$ cat config.mk
export PLATFORM = sky130hd
export DESIGN_NAME = lspr_front
export DESIGN_NICKNAME = d
export VERILOG_FILES = /design/src/rtl/lspr_pkg.sv /design/src/rtl/lspr_front.sv
export SDC_FILE = /design/constraint.sdc
export NUM_CORES = 1
export LEC_CHECK = 0
export ABC_AREA = 0
export BUFFER_PORTS_ARGS = -buffer_cell sky130_fd_sc_hd__buf_2
export CORE_MARGIN = 1
export CORE_UTILIZATION = 52
export CTS_CLUSTER_SIZE = 24
export DETAILED_ROUTE_END_ITERATION = 8
export PLACE_DENSITY = 0.79
export SYNTH_ARGS = -nofsm -noshare
export SYNTH_HDL_FRONTEND = slang
export SYNTH_SLANG_ARGS = --single-unit
$ cat constraint.sdc
create_clock -name clk_i -period 3.81 [get_ports clk_i]
set_clock_uncertainty 0.1 [all_clocks]
set_input_delay 0.5715 -clock clk_i [delete_from_list [all_inputs] [get_ports clk_i]]
set_output_delay 0.5715 -clock clk_i [all_outputs]
set_load 0.02 [all_outputs]
$ cat src/rtl/lspr_pkg.sv
`default_nettype none
package lspr_pkg;

  localparam int unsigned SpotDepthDefault   = 2048;
  localparam int unsigned HeaderBytesDefault = 27;

  localparam logic [15:0] PosLimit = 16'hFFFF;

  localparam logic REQ_BYTE = 1'b0;
  localparam logic REQ_READ = 1'b1;

  localparam logic RESP_STATUS = 1'b0;
  localparam logic RESP_SPOT   = 1'b1;

  // One request as handed from the parser to the frame engine.
  typedef struct packed {
    logic        has_word;
    logic        has_end;
    logic        is_read;
    logic        is_long;
    logic        is_type1;
    logic [14:0] word_idx;
    logic [15:0] word;
    logic [7:0]  part_num;
    logic [7:0]  total_parts;
    logic [15:0] spot_total;
    logic [31:0] first_angle;
    logic [31:0] delta_angle;
    logic [15:0] sequence_num;
    logic [10:0] read_idx;
  } op_t;

endpackage
`default_nettype wire

$ cat src/rtl/lspr_front.sv
`default_nettype none
module lspr_front
  import lspr_pkg::*;
#(
  parameter int unsigned HEADER_BYTES = HeaderBytesDefault
) (
  input  wire logic        clk_i,
  input  wire logic        rst_ni,
  input  wire logic        in_valid_i,
  output logic             in_ready_o,
  input  wire logic        req_type_i,
  input  wire logic [7:0]  data_byte_i,
  input  wire logic        last_byte_i,
  input  wire logic [10:0] spot_index_i,
  input  wire logic        q_ready_i,
  output logic             q_push_o,
  output op_t              q_op_o
);

  logic [15:0] pos_q, pos_d;
  logic [7:0]  type_q, type_d;
  logic [15:0] seq_q, seq_d;
  logic [7:0]  total_q, total_d;
  logic [7:0]  part_q, part_d;
  logic [15:0] spots_q, spots_d;
  logic [31:0] first_q, first_d;
  logic [31:0] delta_q, delta_d;
  logic [7:0]  hold_q, hold_d;
  logic        take;
  logic        is_byte;
  logic        in_data;
  logic [15:0] k;
  logic        word_now;

  assign in_ready_o = q_ready_i;
  assign take       = in_valid_i && q_ready_i;
  assign is_byte    = (req_type_i == REQ_BYTE);
  assign in_data    = (pos_q >= 16'(HEADER_BYTES));
  assign k          = pos_q - 16'(HEADER_BYTES);
  assign word_now   = (pos_q < PosLimit) && in_data && k[0];

  always_comb begin
    pos_d   = pos_q;
    type_d  = type_q;
    seq_d   = seq_q;
    total_d = total_q;
    part_d  = part_q;
    spots_d = spots_q;
    first_d = first_q;
    delta_d = delta_q;
    hold_d  = hold_q;
    if (take && is_byte) begin
      if (pos_q < PosLimit) begin
        // capture header fields by position
        if (pos_q == 16'd0) type_d = data_byte_i;
        else if (pos_q == 16'd9 || pos_q == 16'd10) seq_d = {seq_q[7:0], data_byte_i};
        else if (pos_q == 16'd11) total_d = data_byte_i;
        else if (pos_q == 16'd12) part_d = data_byte_i;
        else if (pos_q == 16'd15 || pos_q == 16'd16) spots_d = {spots_q[7:0], data_byte_i};
        else if (pos_q >= 16'd17 && pos_q <= 16'd20) first_d = {first_q[23:0], data_byte_i};
        else if (pos_q >= 16'd21 && pos_q <= 16'd24) delta_d = {delta_q[23:0], data_byte_i};
        if (in_data && !k[0]) hold_d = data_byte_i;
        pos_d = pos_q + 16'd1;
      end
      if (last_byte_i) pos_d = 16'd0;
    end
  end

  always_comb begin
    q_op_o.has_word     = is_byte && word_now;
    q_op_o.has_end      = is_byte && last_byte_i;
    q_op_o.is_read      = !is_byte;
    q_op_o.is_long      = in_data;
    q_op_o.is_type1     = (type_d == 8'd1);
    q_op_o.word_idx     = k[15:1];
    q_op_o.word         = {hold_q, data_byte_i};
    q_op_o.part_num     = part_d;
    q_op_o.total_parts  = total_d;
    q_op_o.spot_total   = spots_d;
    q_op_o.first_angle  = first_d;
    q_op_o.delta_angle  = delta_d;
    q_op_o.sequence_num = seq_d;
    q_op_o.read_idx     = spot_index_i;
    q_push_o = take && (!is_byte || word_now || last_byte_i);
  end

  always_ff @(posedge clk_i or negedge rst_ni) begin
    if (!rst_ni) begin
      pos_q   <= '0;
      type_q  <= '0;
      seq_q   <= '0;
      total_q <= '0;
      part_q  <= '0;
      spots_q <= '0;
      first_q <= '0;
      delta_q <= '0;
      hold_q  <= '0;
    end else begin
      pos_q   <= pos_d;
      type_q  <= type_d;
      seq_q   <= seq_d;
      total_q <= total_d;
      part_q  <= part_d;
      spots_q <= spots_d;
      first_q <= first_d;
      delta_q <= delta_d;
      hold_q  <= hold_d;
    end
  end

endmodule
`default_nettype wire

-- After elaboration in Yosys (flattened, before gate mapping)
Cells that the tools add are included.
- RAM bits: 0
- memories kept: 0
- bits in read-only memories: 0
- register bits: 144
- bits of input ports: 25
- output and inout bits: 161
- latch bits: 0
- equal/unequal tests: 7
- mux-type cells: 44
- shift-type cells: 0
- reductions and logical operators: 19
- magnitude comparators: 6
- add/subtract/negate cells: 2
- multipliers: 0
- div/mod/pow operators: 0
- bitwise operators: 1
- operators by type and width (kind ; count):
    32-bit two-way mux ; 17
    16-bit two-way mux ; 13
    8-bit two-way mux ; 14
    16-bit by 4-bit equality test with 1-bit output, second input constant ; 5
    16-bit by 5-bit >= comparator with 1-bit output, second input constant ; 3
    16-bit by 5-bit less-or-equal comparator with 1-bit output, second input constant ; 2
    16-bit by 1-bit adder with 16-bit output, second input constant ; 1
    16-bit by 5-bit equality test with 1-bit output, second input constant ; 1
    16-bit zero test ; 1
    16-bit less-than comparator, second input constant ; 1
    16-bit by 5-bit subtractor with 16-bit output, second input constant ; 1
    1-bit logical AND ; 10
    8-bit by 1-bit equality test with 1-bit output, second input constant ; 1
    1-bit logical OR ; 4
    3-bit AND reduction ; 1
    2-bit AND reduction ; 1
    2-bit nonzero test ; 1
    1-bit zero test ; 1
    1-bit NOT ; 1

-- Logic depth before layout (Yosys ltp)
- word-level depth: 11
- mapped depth: 8

-- Least setup slack after synthesis
No wires, ideal clock.
- kind: flip-flop to output port
- start: register pos_q[0]
- end: output port q_op_o[88] in the netlist's numbering
- slack: 0.705 ns
- arrival time: 2.433 ns
- data required time: 3.138 ns
- stages on the path, launching flop included: 9
- cell sequence: dfrtp_1 > ha_1 > clkbuf_1 > and4_1 > clkbuf_1 > a41oi_1 > nand4b_1 > buf_2 > mux2_1
- RTL lines (item ; line ; text):
    from (decl) ; lspr_front.sv:20 ; logic [15:0] pos_q, pos_d;
    from (signal assigned) ; lspr_front.sv:99 ; pos_q <= pos_d;
    to (decl) ; lspr_front.sv:17 ; output op_t q_op_o

==> summary.md <==
| Metric | Value |
|---|---|
| Starting density of the core | 53.8% |
| Core area | 0.0122 mm2 |
| Max transition margin | 32.0% |
| CTS tree | done |
| DRT Pass-1 Iters | 4 |
| CTS Root Cell | clkbuf_16 |
| Largest family of logic cells by synthesized area | multiplexers |
| Vias | 4374 |
| CP max FO | 10 |
| Compound-cell area share of the yosys netlist | 4.34% |
| Final setup violation count | 0 |
| Most used DFF post-synth | dfrtp_1 |
| Post-Synth Simple-Gate Area | 9.50% |
| Syn nets | 516 |
| Worst setup EP type | output pin |
| Wire per inst | 18.5 um |
| Max-cap viol count | 0 |
| M1 wire length | 6.21 mm |
| TritonCTS Buffers | 17 |
| Mapped Area | 0.00654 mm2 |
| Row cnt | 40 |
| Starting DRT DRC Count | 320 |
| Leakage | 0.00422 uW |
| Max Fclk | 270 MHz |
| Die ar. | 0.0130 mm2 |
| Fraction of registers with async set/reset | 100% |
| Met2 Wirelength | 7.28 mm |
| Maximum number of pins on one net before global-route repair | 115 |
| Post-synth EDFFs | 0 |
| Synth warn | 0 |
| Fin crit share | 97.2% |
| Grt ovf | 0 |
| WL final | 14.8 mm |
| VDD IR max | 0.368 mV |
| Post-synthesis adder-cell area fraction | 0.956% |
| Crit path from | pos_q[10]$_DFFE_PN0P_ |
| Setup WS pre-CTS | 0.521 ns |
| Met3 routed WL | 1.15 mm |
| Finished Core Util | 64.9% |
| IO Port Bufs | 163 |
| Synth Area in XOR/XNOR | 1.87% |
| H-tree levels | 4 |
| Clock transition at path regs | 0.06 ns |
| Die X | 114 um |
| Final hold viol count | 0 |
| Setup bufs post-CTS | 0 |
| Layout cells sized above 1 | 53.2% |
| CP arrival | 3.03 ns |
| Post-route cell area | 0.00789 mm2 |
| Clk_lat worst skew | 0.41 ns |
| CP Launch Type | flip-flop |
| CP max stage delay | 0.60 ns |
| Post-route worst setup slack | 0.108 ns |
| Post-DP HPWL | 10.1 mm |
| Vias in the first global route | 4329 |
| Area Overhead vs Synth | 20.6% |
| Status | finished, final reports clean |
| Syn Area/Cell | 13.5 um2 |
| R2r startpoint | pos_q[10]$_DFFE_PN0P_ |
| Antenna Nets Post-Route | 0 |
| Fill count | 927 |
| Die Y | 114 um |
| Unique masters post-synth | 54 |
| IO Pins | 186 |
| Worst hold path class | in2async |
| RSZ-0062 raised after global routing | false |
| Number of synthesized register bits | 144 |
| Uppermost layer routed | met4 |
| CTS sink cnt | 144 |
| Post-synthesis sequential area ratio | 55.1% |
| Number of buffers on the longest clock path | 2 |
| Final min period | 3.70 ns |
| Crit-path cells | or4_4, nor4b_4, and4_1, mux2_2, buf_2 |
| Net count reported at finish | 653 |
| Post-synthesis mux area share | 22.9% |
| CP delay by family, top | simple AND/OR/NAND/NOR gates |
| Max-slew violation count | 0 |
| Slowest-stage cell, CP | or4_4 |
| Bufs and invs on worst path | 1 |
| Initial antenna violation count | 0 |
| GRT Total Usage | 23.6% |
| Pwr Density | 537 mW/mm2 |
| WHS | 0.170 ns |
| DRC Markers | 0 |
| Worst-Margin Slew | 1.02 ns |
| CP required | 3.14 ns |
| Post-DP Area | 0.00729 mm2 |
| Setup CP Type | reg2out |
| RePlAce Congestion | 0.867 |
| First-pass GRT wire length | 23.1 mm |
| Post-synthesis instance total | 486 |
| Diode count | 0 |
| Avg Vias per Cell | 5.45 |
| Setup TNS | 0 ns |
## synth_stat cells, drive strengths merged, types with 4 or more instances
master | count | area share, %
mux2 | 129 | 23
dfrtp | 144 | 55
nand3 | 5 | 0.38
xnor2 | 8 | 1.1
ha | 5 | 0.96
or4 | 6 | 0.82
xor2 | 6 | 0.80
nand2 | 16 | 0.92
buf | 37 | 4.2
nor4 | 9 | 1.5
nor2 | 16 | 0.92
o21ai | 8 | 0.61
and2 | 4 | 0.38
and4 | 4 | 0.55
inv | 5 | 0.29
clkbuf | 14 | 0.80
nand4 | 8 | 0.86
or3 | 8 | 0.76
a21oi | 14 | 1.1
o31ai | 4 | 0.46
## repair_timing
| action | 4_1_cts | 5_1_grt |
|---|---|---|
| endpoints found under the setup margin | 0 | 32 |
| hold endpoints to repair | 0 | 0 |
| hold buffers | 0 | 0 |
| gates resized for setup | 0 | 2 |
## kinds of logic after synthesis
kind of cell	count (synthesis)
buffers and inverters	56
multiplexers	130
AND/OR/NAND/NOR	95
AO/OA/AOI/OAI	42
flip-flops	144
adder cells (fa/ha/maj)	5
XOR/XNOR	14
## stage by stage
step | std cells | power (uW)
floorplan | 486 | 2330
global placement | 772 | 2560
detailed placement | 772 | 2590
CTS | 802 | 4270
global route | 802 | 4420
finish | 802 | 4240
## where the power goes
group / internal (uW) / switching (uW) / leakage (uW) / total, uW
Combinational: 297 / 483 / 0.00194 / 780
Clock: 1090 / 583 / 0.000296 / 1670
Sequential: 1680 / 102 / 0.00198 / 1780
Total: 3070 / 1170 / 0.00422 / 4240
## routing by layer
metal | track usage [%] | up-vias
li1 | - | 2002
met1 | 29.8 | 2195
met2 | 37.4 | 160
met3 | 8.79 | 17
met4 | 7.97 | 0
met5 | 0 | -
## sequential cells by signal, indices dropped and copies added (netlist names), 16 cells and up
name / flops
pos_q: 16
first_q: 32
spots_q: 16
seq_q: 16
delta_q: 32
## final timing paths
path	cells after the start	slack (ns)	end
worst max-delay path	5	0.11	q_op_o[122]
worst min-delay path	1	0.17	first_q[26]$_DFF_PN0_
worst max register to register	4	1.13	part_q[7]$_DFF_PN0_
worst min register to register	1	0.39	delta_q[29]$_DFF_PN0_
max in group asynchronous	2	2.48	delta_q[4]$_DFF_PN0_
min in group clk_i	2	0.39	pos_q[1]$_DFFE_PN0P_
## final cells by class
cell class              instances  area [um2]  share of cell area, %
repair buffers                169         871                   11.0
well taps                     168         210                   2.66
multi-input cells             286        2590                   32.9
flip-flops and latches        144        3600                   45.6
clock inverters                 6         105                   1.33
inverters                       5        18.8                  0.238
clock buffers                  24         492                   6.23
## cell usage in the layout, fill, tap and decap left out, types with 4 or more instances in the layout
master / instances
dfrtp_1: 144
inv_1: 5
nor4_1: 6
nand4_1: 7
buf_4: 5
or3_1: 8
clkbuf_16: 17
ha_1: 4
mux2_2: 117
nand2_1: 16
nand3_1: 5
xnor2_1: 8
a21oi_1: 14
xor2_1: 6
o21ai_0: 8
nor2_1: 16
buf_2: 162
clkbuf_8: 4
o31ai_1: 4
mux2_4: 10
No activity file was read; power rests on OpenSTA's default activity.
