`src/rtl/lspr_pkg.sv`:
```
`default_nettype none
package lspr_pkg;

  localparam int unsigned SpotDepthDefault   = 2048;
  localparam int unsigned HeaderBytesDefault = 27;

  localparam logic [15:0] PosLimit = 16'hFFFF;

  localparam logic REQ_BYTE = 1'b0;
  localparam logic REQ_READ = 1'b1;

  localparam logic RESP_STATUS = 1'b0;
  localparam logic RESP_SPOT   = 1'b1;

  // One request as handed from the parser to the frame engine.
  typedef struct packed {
    logic        has_word;
    logic        has_end;
    logic        is_read;
    logic        is_long;
    logic        is_type1;
    logic [14:0] word_idx;
    logic [15:0] word;
    logic [7:0]  part_num;
    logic [7:0]  total_parts;
    logic [15:0] spot_total;
    logic [31:0] first_angle;
    logic [31:0] delta_angle;
    logic [15:0] sequence_num;
    logic [10:0] read_idx;
  } op_t;

endpackage
`default_nettype wire

```
`src/rtl/lspr_queue.sv`:
```
`default_nettype none
module lspr_queue
  import lspr_pkg::*;
(
  input  wire logic clk_i,
  input  wire logic rst_ni,
  input  wire logic push_i,
  input  op_t       data_i,
  output logic      ready_o,
  input  wire logic pop_i,
  output logic      valid_o,
  output op_t       data_o
);

  op_t        slot_q [2];
  logic       rd_q, wr_q;
  logic [1:0] cnt_q;

  assign ready_o = (cnt_q != 2'd2);
  assign valid_o = (cnt_q != 2'd0);
  assign data_o  = slot_q[rd_q];

  always_ff @(posedge clk_i) begin
    if (push_i) slot_q[wr_q] <= data_i;
  end

  always_ff @(posedge clk_i or negedge rst_ni) begin
    if (!rst_ni) begin
      rd_q  <= 1'b0;
      wr_q  <= 1'b0;
      cnt_q <= 2'd0;
    end else begin
      if (push_i) wr_q <= ~wr_q;
      if (pop_i) rd_q <= ~rd_q;
      cnt_q <= cnt_q + 2'(push_i) - 2'(pop_i);
    end
  end

endmodule
`default_nettype wire

```
`config.mk`:
```
export PLATFORM = sky130hd
export DESIGN_NAME = lspr_queue
export DESIGN_NICKNAME = d
export VERILOG_FILES = /design/src/rtl/lspr_pkg.sv /design/src/rtl/lspr_queue.sv
export SDC_FILE = /design/constraint.sdc
export NUM_CORES = 1
export LEC_CHECK = 0
export ABC_AREA = 1
export BUFFER_PORTS_ARGS = -buffer_cell sky130_fd_sc_hd__buf_2
export CORE_MARGIN = 4
export CORE_UTILIZATION = 50
export CTS_BUF_LIST = sky130_fd_sc_hd__clkbuf_16
export CTS_CLUSTER_SIZE = 16
export DETAILED_ROUTE_END_ITERATION = 16
export PLACE_DENSITY = 0.74
export SYNTH_ARGS = -nofsm -noshare
export SYNTH_HDL_FRONTEND = slang
export SYNTH_SLANG_ARGS = --single-unit
```
`constraint.sdc`:
```
create_clock -name clk_i -period 22 [get_ports clk_i]
set_input_delay 1.1 -clock clk_i [delete_from_list [all_inputs] [get_ports clk_i]]
set_output_delay 1.1 -clock clk_i [all_outputs]
set_load 0.02 [all_outputs]
```
Yosys cells after proc, flatten, opt, wreduce, memory -nomap -nowiden
Memory sizes are Yosys's and may differ from the RTL's.
Index checks and enable logic that the tools add are counted.
{"block": "word_totals", "memories": 1, "word_cells": 12, "ram_bits": 318, "ff_bits": 4}
{"block": "op_classes", "muxes": 2, "bitwise_logic": 2, "add_sub_neg": 2, "eq_ne": 1, "n_reduce_logical": 1}
{"memory": "slot_q", "words": 2, "width": 159, "rd": 1, "rd_ports_with_merged_regs": 0, "wr": 1, "line": "lspr_queue.sv:15", "rtl": "op_t slot_q [2];"}
{"op": "2-bit by 1-bit adder with 2-bit output", "count": 1}
{"op": "1-bit 2-to-1 mux", "count": 2}
{"op": "2-bit inequality test (second input constant)", "count": 1}
{"op": "1-bit NOT", "count": 2}
{"op": "2-bit nonzero test", "count": 1}
{"op": "2-bit by 1-bit subtractor with 2-bit output", "count": 1}

Depth between registers and ports, before layout
Gate-level depths: netlist of run 1.
{"block": "logic_depth", "word_depth": 2, "depth_mapped": 7}

Worst setup path before layout of run 1
No wires, ideal clock.
{"block": "synth_path", "path_kind": "input-to-reg", "from": "in push_i", "to": "mem slot_q[0][0] (netlist name) (enable)", "path_buffers": 0, "setup_slack_ps": 13529, "setup_ps": 684, "stages": 2, "t_required_ps": 21316, "arrival_ps": 7787, "path_cell_list": "inv_1 -> nor2_1"}
{"block": "synth_via", "elab_chain_cells": 2}
{"element": "from (decl)", "line": "lspr_queue.sv:7", "rtl": "input wire logic push_i,"}
{"element": "1-bit 2-to-1 mux", "line": "lspr_queue.sv:24", "rtl": "if (push_i) slot_q[wr_q] <= data_i;"}
{"element": "1-bit 2-to-1 mux (not written as such)", "line": "lspr_queue.sv:24"}
{"element": "to (decl)", "line": "lspr_queue.sv:15"}
Every way passes these cells.

==> out/results.ini, run 1 <==
[sta]
maxSlewHeadroom=0.314
worst_slack_ps=17900
fin_crit_ps=4100
hold_viol_final=0
setup_viol=0
fin_setup_tns_ps=0
tightest_slew_ps=1030
slew_violations=0
whs_ps=413
fmax_mhz=244
clock_skew_ps=19.3
finalCritPeriodShare=0.186
rsz0062_at_grt=false

[drt]
routed_wirelength_um=24200
drtAntennaViolNets=0
first_pass_iters=5
vias=7271
drt_iter0_drc=542
wire_per_inst_um=15.8
viasPerCell=4.76
drcViolationCount=0

[floorplan]
coreArea_um2=23500
fp.dieArea_um2=26400
start_util=0.508
io_pins=324
die_y_um=162
num_rows=56
die_w_um=162

[critical_path]
start_kind=register
critPathRequiredTime_ps=20900
worst-r2r-setup-slack_ps=19510
crit_path_top_delay_cell=dfrtp_4
cp_max_fo=112
slowest_delay_ps=1050
cp_num_cells=3
critical_path_class=register to output pin
crit_buf_inv=2
crit_family=buffers and inverters
r2r_cells=3
crit_start=rd_q
critPathCapture=data_o[117]
r2r-end=slot_q[1][142]
arrival_ps=3000
reg2reg_from=wr_q
path_cells=buf_4, o21ai_0, buf_2
end_kind=output pin

[clock_tree]
cts_sinks=322
insertion_delay_ps=500
htreeDepth=2
cts_tree=built
root_buffer=clkbuf_16
hold_buffers=0
cts_setup_buffers=0
clock_path_buffers=3
cts_resized=0
clk_pin_slew_ps=50
cts_made_buffers=34

[yosys]
ys_ff_latch=322
synth_warnings=0
synthAdderAreaFrac=0.00210
synth_cells=855
synth_compound_area_frac=0.0668
synth_fp_nets=1020
synth_top_family_by_area=buffers and inverters
synth_area_um2=11900
yosysSeqAreaShare=0.809
synthTopCellsByArea=edfxtp_1 80%, o21ai_0 6.7%, nand2_1 5.3%
synth_area_per_cell_um2=13.9
synth_top_area_frac=0.801
synth_mux_area_frac=0
synth_simple_gate_area_frac=0.0533
yosysTopAreaCell=edfxtp_1
synth_xor_area_frac=0.00147
ys_types=10

[global_routing]
grt_max_degree=113
antenna_found_initial=6
overflow=0
gr-usage-all-layers=0.177
grt_pass1_wl_um=36700
grt_pass1_vias=7037

[place]
place_area_um2=13800
dp_slack_ps=18380
place_hpwl_um=15900
gp_congestion=0.763
place_inst=1467
io_buffers=323

[power_and_ir_drop]
clkPwrFrac=0.257
comb_power_share=0.313
ir_drop_mv=0.102
p_leak_nw=6.38
p_sw_mw=0.727
switching_share=0.360
p_seq_frac=0.430
p_int_mw=1.29
power.total_mw=2.02
p_per_area_nw_per_um2=136

[finish]
fin_area_um2=14800
num-nets-final=1349
final_util=0.633
area_growth_pct=24.6
fillers=1733
drive_above_1_share=0.310
fin_cells=1529

[status]
outcome=complete, no violations

[hold_path]
hp-class=primary input to async pin

[run]
drv_cap=0

[synthesized netlist by cell type, drive strengths merged]
| library cell | n |
|---|---|
| nor2 | 1 |
| nand3 | 1 |
| buf | 35 |
| ha | 2 |
| dfrtp | 4 |
| inv | 166 |
| edfxtp | 318 |
| xor2 | 2 |
| o21ai | 159 |
| nand2 | 167 |
[kinds of logic (layout without fill, tap and decap cells)]
| kind of cell | Yosys count | in the layout |
|---|---|---|
| flip-flops | 322 | 322 |
| buffers and inverters | 201 | 554 |
| AND/OR/NAND/NOR | 169 | 169 |
| AO/OA/AOI/OAI | 159 | 159 |
| adder cells (fa/ha/maj) | 2 | 2 |
| XOR/XNOR | 2 | 2 |
| other | 0 | 2 |
[power groups by stage]
stage                     Clock, mW  Combinational [mW]  Sequential (mW)
after floorplan                   0               0.432            0.872
after global placement            0               0.631            0.875
after detailed placement          0               0.642            0.881
after CTS                     0.529               0.645            0.869
after global routing          0.558               0.693            0.880
final                         0.517               0.632            0.867
[layout make-up]
| class | instances | area [um2] | area share |
|---|---|---|---|
| Multi-Input combinational cell | 332 | 1480 | 0.0998 |
| Clock buffer | 37 | 926 | 0.0624 |
| Tap cell | 319 | 399 | 0.0269 |
| Clock inverter | 23 | 103 | 0.00691 |
| Timing Repair Buffer | 328 | 1650 | 0.111 |
| Sequential cell | 322 | 9650 | 0.650 |
| Antenna cell | 2 | 5.00 | 0.000337 |
| Inverter | 166 | 628 | 0.0423 |
[registers in the layout, summed over array words and instances (netlist names)]
register / cells
slot_q: 318
cnt_q: 2
rd_q: 1
wr_q: 1
[routing by layer]
metal	global-route usage	up-vias	routed length, um
met5	0	-	50
met4	0.0519	8	497
met3	0.0696	51	2670
met2	0.293	308	11800
met1	0.219	3358	9140
li1	-	3546	-
[placed cells by master (no fill, tap or decap)]
cell,count
buf_2,323
edfxtp_1,318
inv_1,175
nand2_1,167
o21ai_0,159
clkbuf_16,37
clkinv_1,6
buf_4,5
clkinv_2,4
clkinvlp_4,3
dfrtp_1,3
diode_2,2
xor2_1,2
ha_1,2
nand3_1,1
inv_6,1
nor2_4,1
dfrtp_4,1
[worst min-delay path by stage]
stage                      end  cells after the start
final                     wr_q                      1
after floorplan           wr_q                      1
after detailed placement  wr_q                      1
after global routing      wr_q                      1
after global placement    wr_q                      1
after CTS                 wr_q                      1
[worst reg2reg max path, cell delays in order, from the launching register on]
cell,delay (ps)
dfrtp_1,420
nand2_1,140
inv_6,590
buf_4,900
(Power assumes the default switching activity.)
==> run 2: changes to the inputs <==
CORE_UTILIZATION = 47   (was 50)
PLACE_DENSITY = 0.73   (was 0.74)
clock period = 3.6 ns   (was 22 ns; I/O delays follow)
==> run 2 against run 1 <==
Via count increased by 11%. Sequential share of layout area decreased by 7.3 points. Core utilization increased by 3.6 points. Combinational power increased to 6.7 times the previous value. Wire length increased by 12%. Largest cell class unchanged.
==> out/results.ini, run 2 (same netlist as run 1, synthesis figures left out) <==
[sta]
fmax_mhz=395
whs_ps=403  ; -10.3 ps
rsz0062_at_grt=false
maxSlewHeadroom=0.328  ; +0.0135
clock_skew_ps=15.6  ; -3.76 ps
slew_violations=0  ; unchanged
fin_setup_tns_ps=0  ; unchanged
fin_crit_ps=2530
finalCritPeriodShare=0.703
tightest_slew_ps=1010  ; -20.3 ps
hold_viol_final=0  ; unchanged
setup_viol=0  ; unchanged

[power_and_ir_drop]
p_leak_nw=7.17  ; +12%
p_int_mw=8.39  ; +550%
ir_drop_mv=0.618  ; +510%
clkPwrFrac=0.270  ; +0.013
p_sw_mw=4.62  ; +540%
p_seq_frac=0.405  ; -0.025
comb_power_share=0.325  ; +0.012
p_per_area_nw_per_um2=777  ; +470%
switching_share=0.355  ; -0.00557

[finish]
layout_common_cells=323 x buf_2, 318 x edfxtp_1, 171 x inv_1, 167 x nand2_1, 163 x dlygate4sd3_1
regMostFlops=slot_q
area_growth_pct=40.4
reg.largest.list=slot_q (318), cnt_q (2)
fillers=1709  ; -1.4%
drive_above_1_share=0.282  ; -0.0283
largest_register_ffs=318  ; unchanged
num-nets-final=1518  ; +13%
layout.cells.most_common=buf_2

[place]
place_hpwl_um=16000  ; +0.82%
gp_congestion=0.837  ; +9.7%
io_buffers=323  ; unchanged

[floorplan]
die_y_um=167  ; +3.0%
start_util=0.476  ; -0.0317
io_pins=324  ; unchanged
coreArea_um2=25000  ; +6.7%
num_rows=58  ; +3.6%
fp.dieArea_um2=28000  ; +6.1%
die_w_um=167  ; +3.0%

[drt]
drt_iter0_drc=652  ; +20%
drcViolationCount=0  ; unchanged
viasPerCell=4.71  ; -0.99%
first_pass_iters=5  ; unchanged
drtAntennaViolNets=0  ; unchanged
wire_per_inst_um=15.8  ; +0.16%
vias=8061  ; +11%
routed_wirelength_um=27100  ; +12%

[critical_path]
crit_path_top_delay_cell=dfrtp_4
end_kind=output pin
arrival_ps=2350  ; -650 ps
crit_buf_inv=2  ; unchanged
start_kind=register
cp_max_fo=83  ; -26%
critical_path_class=register to output pin
crit_family=flip-flops
slowest_delay_ps=960  ; -90 ps
worst-r2r-setup-slack_ps=1780  ; -17,730 ps
critPathRequiredTime_ps=3420  ; -17,480 ps
path_cells=buf_4, nand2_1, o21ai_0, buf_2

[status]
outcome=complete, no violations

[global_routing]
antenna_found_initial=3  ; -3
gr-usage-all-layers=0.192  ; +0.0146
grt_max_degree=87  ; -23%
grt_pass1_wl_um=42800  ; +17%
grt_pass1_vias=8357  ; +19%
overflow=0  ; unchanged

[clock_tree]
clock_path_buffers=3  ; unchanged
root_buffer=clkbuf_16
cts_made_buffers=35  ; +2.9%
htreeDepth=2  ; unchanged
cts_resized=0  ; unchanged
cts_tree=built
cts_sinks=322  ; unchanged
cts_setup_buffers=0  ; unchanged
clk_pin_slew_ps=60  ; about the same
hold_buffers=163  ; +163
insertion_delay_ps=500  ; about the same

[hold_path]
hp-class=primary input to register

[run]
drv_cap=0  ; unchanged

[run 2: worst paths after layout]
kind	start	endpoint	cells after the start
min in group asynchronous	rst_ni	cnt_q[1]	3
setup reg to reg	wr_q	slot_q[0][136]	2
hold reg to reg	wr_q	wr_q	1
hold / removal	data_i[46]	slot_q[0][46]	2
max in group asynchronous	rst_ni	rd_q	3
setup / recovery	rd_q	data_o[50]	4
[run 2: area by class of cell]
cell class	count	area, um2	share of cell area
sequential	322	9650	0.577
timing repair buffer	496	3400	0.203
multi-input combinational	332	1480	0.0885
clock buffer	37	926	0.0553
inverter	166	627	0.0375
tap	330	413	0.0247
clock inverter	26	228	0.0136
antenna	3	7.51	0.000449
[run 2: power by group through the flow]
stage / Sequential, mW / Clock, mW / Combinational [mW]
2_1_floorplan: 5.23 / 0 / 2.65
3_3_place_gp: 5.32 / 0 / 3.99
3_5_place_dp: 5.35 / 0 / 4.04
4_1_cts: 5.28 / 3.60 / 4.20
5_1_grt: 5.35 / 3.78 / 4.60
6_report: 5.27 / 3.51 / 4.22
[run 2: metrics by stage]
stage | area, um2 | worst slack, ps | utilization | instances | power, mW
floorplan | 11900 | 336 | - | 855 | 7.88
global placement | 13900 | 1670 | 0.557 | 1483 | 9.31
detailed placement | 13900 | 1610 | 0.557 | 1483 | 9.39
CTS | 16700 | 1040 | 0.668 | 1709 | 13.1
global route | 16700 | 810 | 0.668 | 1712 | 13.7
finish | 16700 | 1070 | 0.668 | 1712 | 13.0
[run 2: per-layer routing]
metal	wire length, um	global-route usage	up-vias
li1	-	-	3898
met1	10300	0.229	3744
met2	13700	0.337	353
met3	2250	0.0517	66
met4	899	0.0702	0
met5	0	0	-
==> run 3: changes to the inputs <==
CORE_UTILIZATION = 50   (was 47)
PLACE_DENSITY = 0.74   (was 0.73)
clock period = 2.6 ns   (was 3.6 ns; I/O delays follow)
==> run 3 against run 2 <==
Via count grew 0.57%. Global-route usage grew 1.4 points. Count of clock-buffer cells in the layout is the same. Critical path depth is the same. Register-to-register slack lost 880 ps. Design area shrank 0.83%. Die area shrank 5.7%. Non-clock buffer count shrank 2. First-iteration DRC count shrank 8.4%. Largest cell class unchanged. Largest power group unchanged. Highest routed layer unchanged.
==> out/results.ini, run 3 (same netlist as run 1, synthesis figures left out) <==
[run]
drv_cap=0  ; unchanged

[drt]
first_pass_iters=5  ; unchanged
routed_wirelength_um=28100  ; +3.7%
wire_per_inst_um=16.6  ; +5.0%
vias=8107  ; +0.57%
drt_iter0_drc=597  ; -8.4%
drcViolationCount=0  ; unchanged
viasPerCell=4.79  ; +1.8%
drtAntennaViolNets=0  ; unchanged

[finish]
largest_register_ffs=318  ; unchanged
fin_cells=1692  ; -1.2%
num-nets-final=1515  ; -0.20%
reg.largest.list=slot_q (318), cnt_q (2)
regMostFlops=slot_q
drive_above_1_share=0.276  ; -0.00605
layout_common_cells=323 x buf_2, 318 x edfxtp_1, 174 x inv_1, 166 x nand2_1, 163 x dlygate4sd3_1
num_antenna_cells=0  ; -3
area_growth_pct=39.2
fin_area_um2=16600  ; -0.83%
final_util=0.707  ; +0.0386
layout.cells.most_common=buf_2

[critical_path]
end_kind=output pin
arrival_ps=2090  ; -260 ps
critical_path_class=register to output pin
reg2reg_from=wr_q
r2r_cells=3  ; +1
crit_start=rd_q
r2r-end=slot_q[1][97]
cp_max_fo=87  ; +4.8%
start_kind=register
critPathRequiredTime_ps=2470  ; -950 ps
path_cells=buf_12, nand2_1, o21ai_0, buf_2
crit_path_top_delay_cell=dfrtp_4
worst-r2r-setup-slack_ps=900  ; -880 ps
slowest_delay_ps=710  ; -250 ps

[sta]
hold_viol_final=0  ; unchanged
fin_setup_tns_ps=0  ; unchanged
fmax_mhz=450
fin_crit_ps=2220
maxSlewHeadroom=0.535  ; +0.208
worst_slack_ps=376  ; -695 ps
clock_skew_ps=17.5  ; +1.98 ps
rsz0062_at_grt=false
finalCritPeriodShare=0.856
setup_viol=0  ; unchanged
whs_ps=364  ; -39.0 ps
tightest_slew_ps=697  ; -312 ps
slew_violations=0  ; unchanged

[power_and_ir_drop]
ir_drop_mv=0.745  ; +21%
power.total_mw=17.6  ; +35%
p_leak_nw=7.11  ; -0.79%
p_per_area_nw_per_um2=1060  ; +37%

[global_routing]
grt_pass1_wl_um=43100  ; +0.55%
grt_pass1_vias=8525  ; +2.0%
grt_max_degree=112  ; +29%
antenna_found_initial=0  ; -3
gr-usage-all-layers=0.206  ; +0.0142
overflow=0  ; unchanged

[clock_tree]
clk_pin_slew_ps=60  ; about the same
root_buffer=clkbuf_16
clock_path_buffers=3  ; unchanged
cts_sinks=322  ; unchanged
cts_tree=built
insertion_delay_ps=490  ; about the same
cts_resized=0  ; unchanged
htreeDepth=2  ; unchanged
cts_made_buffers=34  ; -2.9%

[place]
io_buffers=323  ; unchanged
place_hpwl_um=16200  ; +1.1%
gp_congestion=0.746  ; -11%
place_area_um2=13900  ; -0.19%
place_inst=1470  ; -0.88%
dp_slack_ps=895  ; -713 ps

[hold_path]
hp-class=primary input to register
holdPathEnd=slot_q[0][66]
hold-path-cell-count=2  ; unchanged
hp-start=data_i[66]

[floorplan]
start_util=0.508  ; +0.0317
fp.dieArea_um2=26400  ; -5.7%
die_w_um=162  ; -2.9%
io_pins=324  ; unchanged
die_y_um=162  ; -2.9%
num_rows=56  ; -3.4%
coreArea_um2=23500  ; -6.2%

[status]
outcome=complete, no violations

run 3: timing repair:
item | in CTS | in global routing
setup buffers | 0 | 0
endpoints found under the hold margin | 325 | 0
hold buffers | 163 | 0
run 3: how the worst max path moves through the flow:
stage	slack [ps]	cells after the start	to
2_1_floorplan	-650	2	slot_q[1][0]
3_3_place_gp	900	4	data_o[98]
3_5_place_dp	900	3	slot_q[1][128]
4_1_cts	350	4	data_o[89]
5_1_grt	240	4	data_o[92]
6_report	380	4	data_o[10]
run 3: metal layers:
layer / up-vias / part of all wire / global-route usage
met3: 63 / 0.080 / 0.0544
met2: 354 / 0.52 / 0.378
met4: 0 / 0.027 / 0.0634
met5: - / 0 / 0
li1: 3887 / - / -
met1: 3803 / 0.37 / 0.236
run 3: cell type report:
type	count	area [um2]
Timing Repair Buffer	494	3380
Inverter	166	627
Clock buffer	37	926
Sequential cell	322	9650
Fill cell	1463	6880
Tap cell	319	399
Multi-Input combinational cell	332	1480
Clock inverter	22	123
run 3: critical path: cells and delay by family (launching register included):
kind,cells,cell delay (ps)
AND/OR/NAND/NOR,1,130
flip-flops,1,710
buffers and inverters,2,560
AO/OA/AOI/OAI,1,140
run 3: where the power goes:
group          internal, mW  switching (mW)
logic                  1.72            4.19
registers              6.89           0.338
clock network          2.65            1.83
total                  11.3            6.36
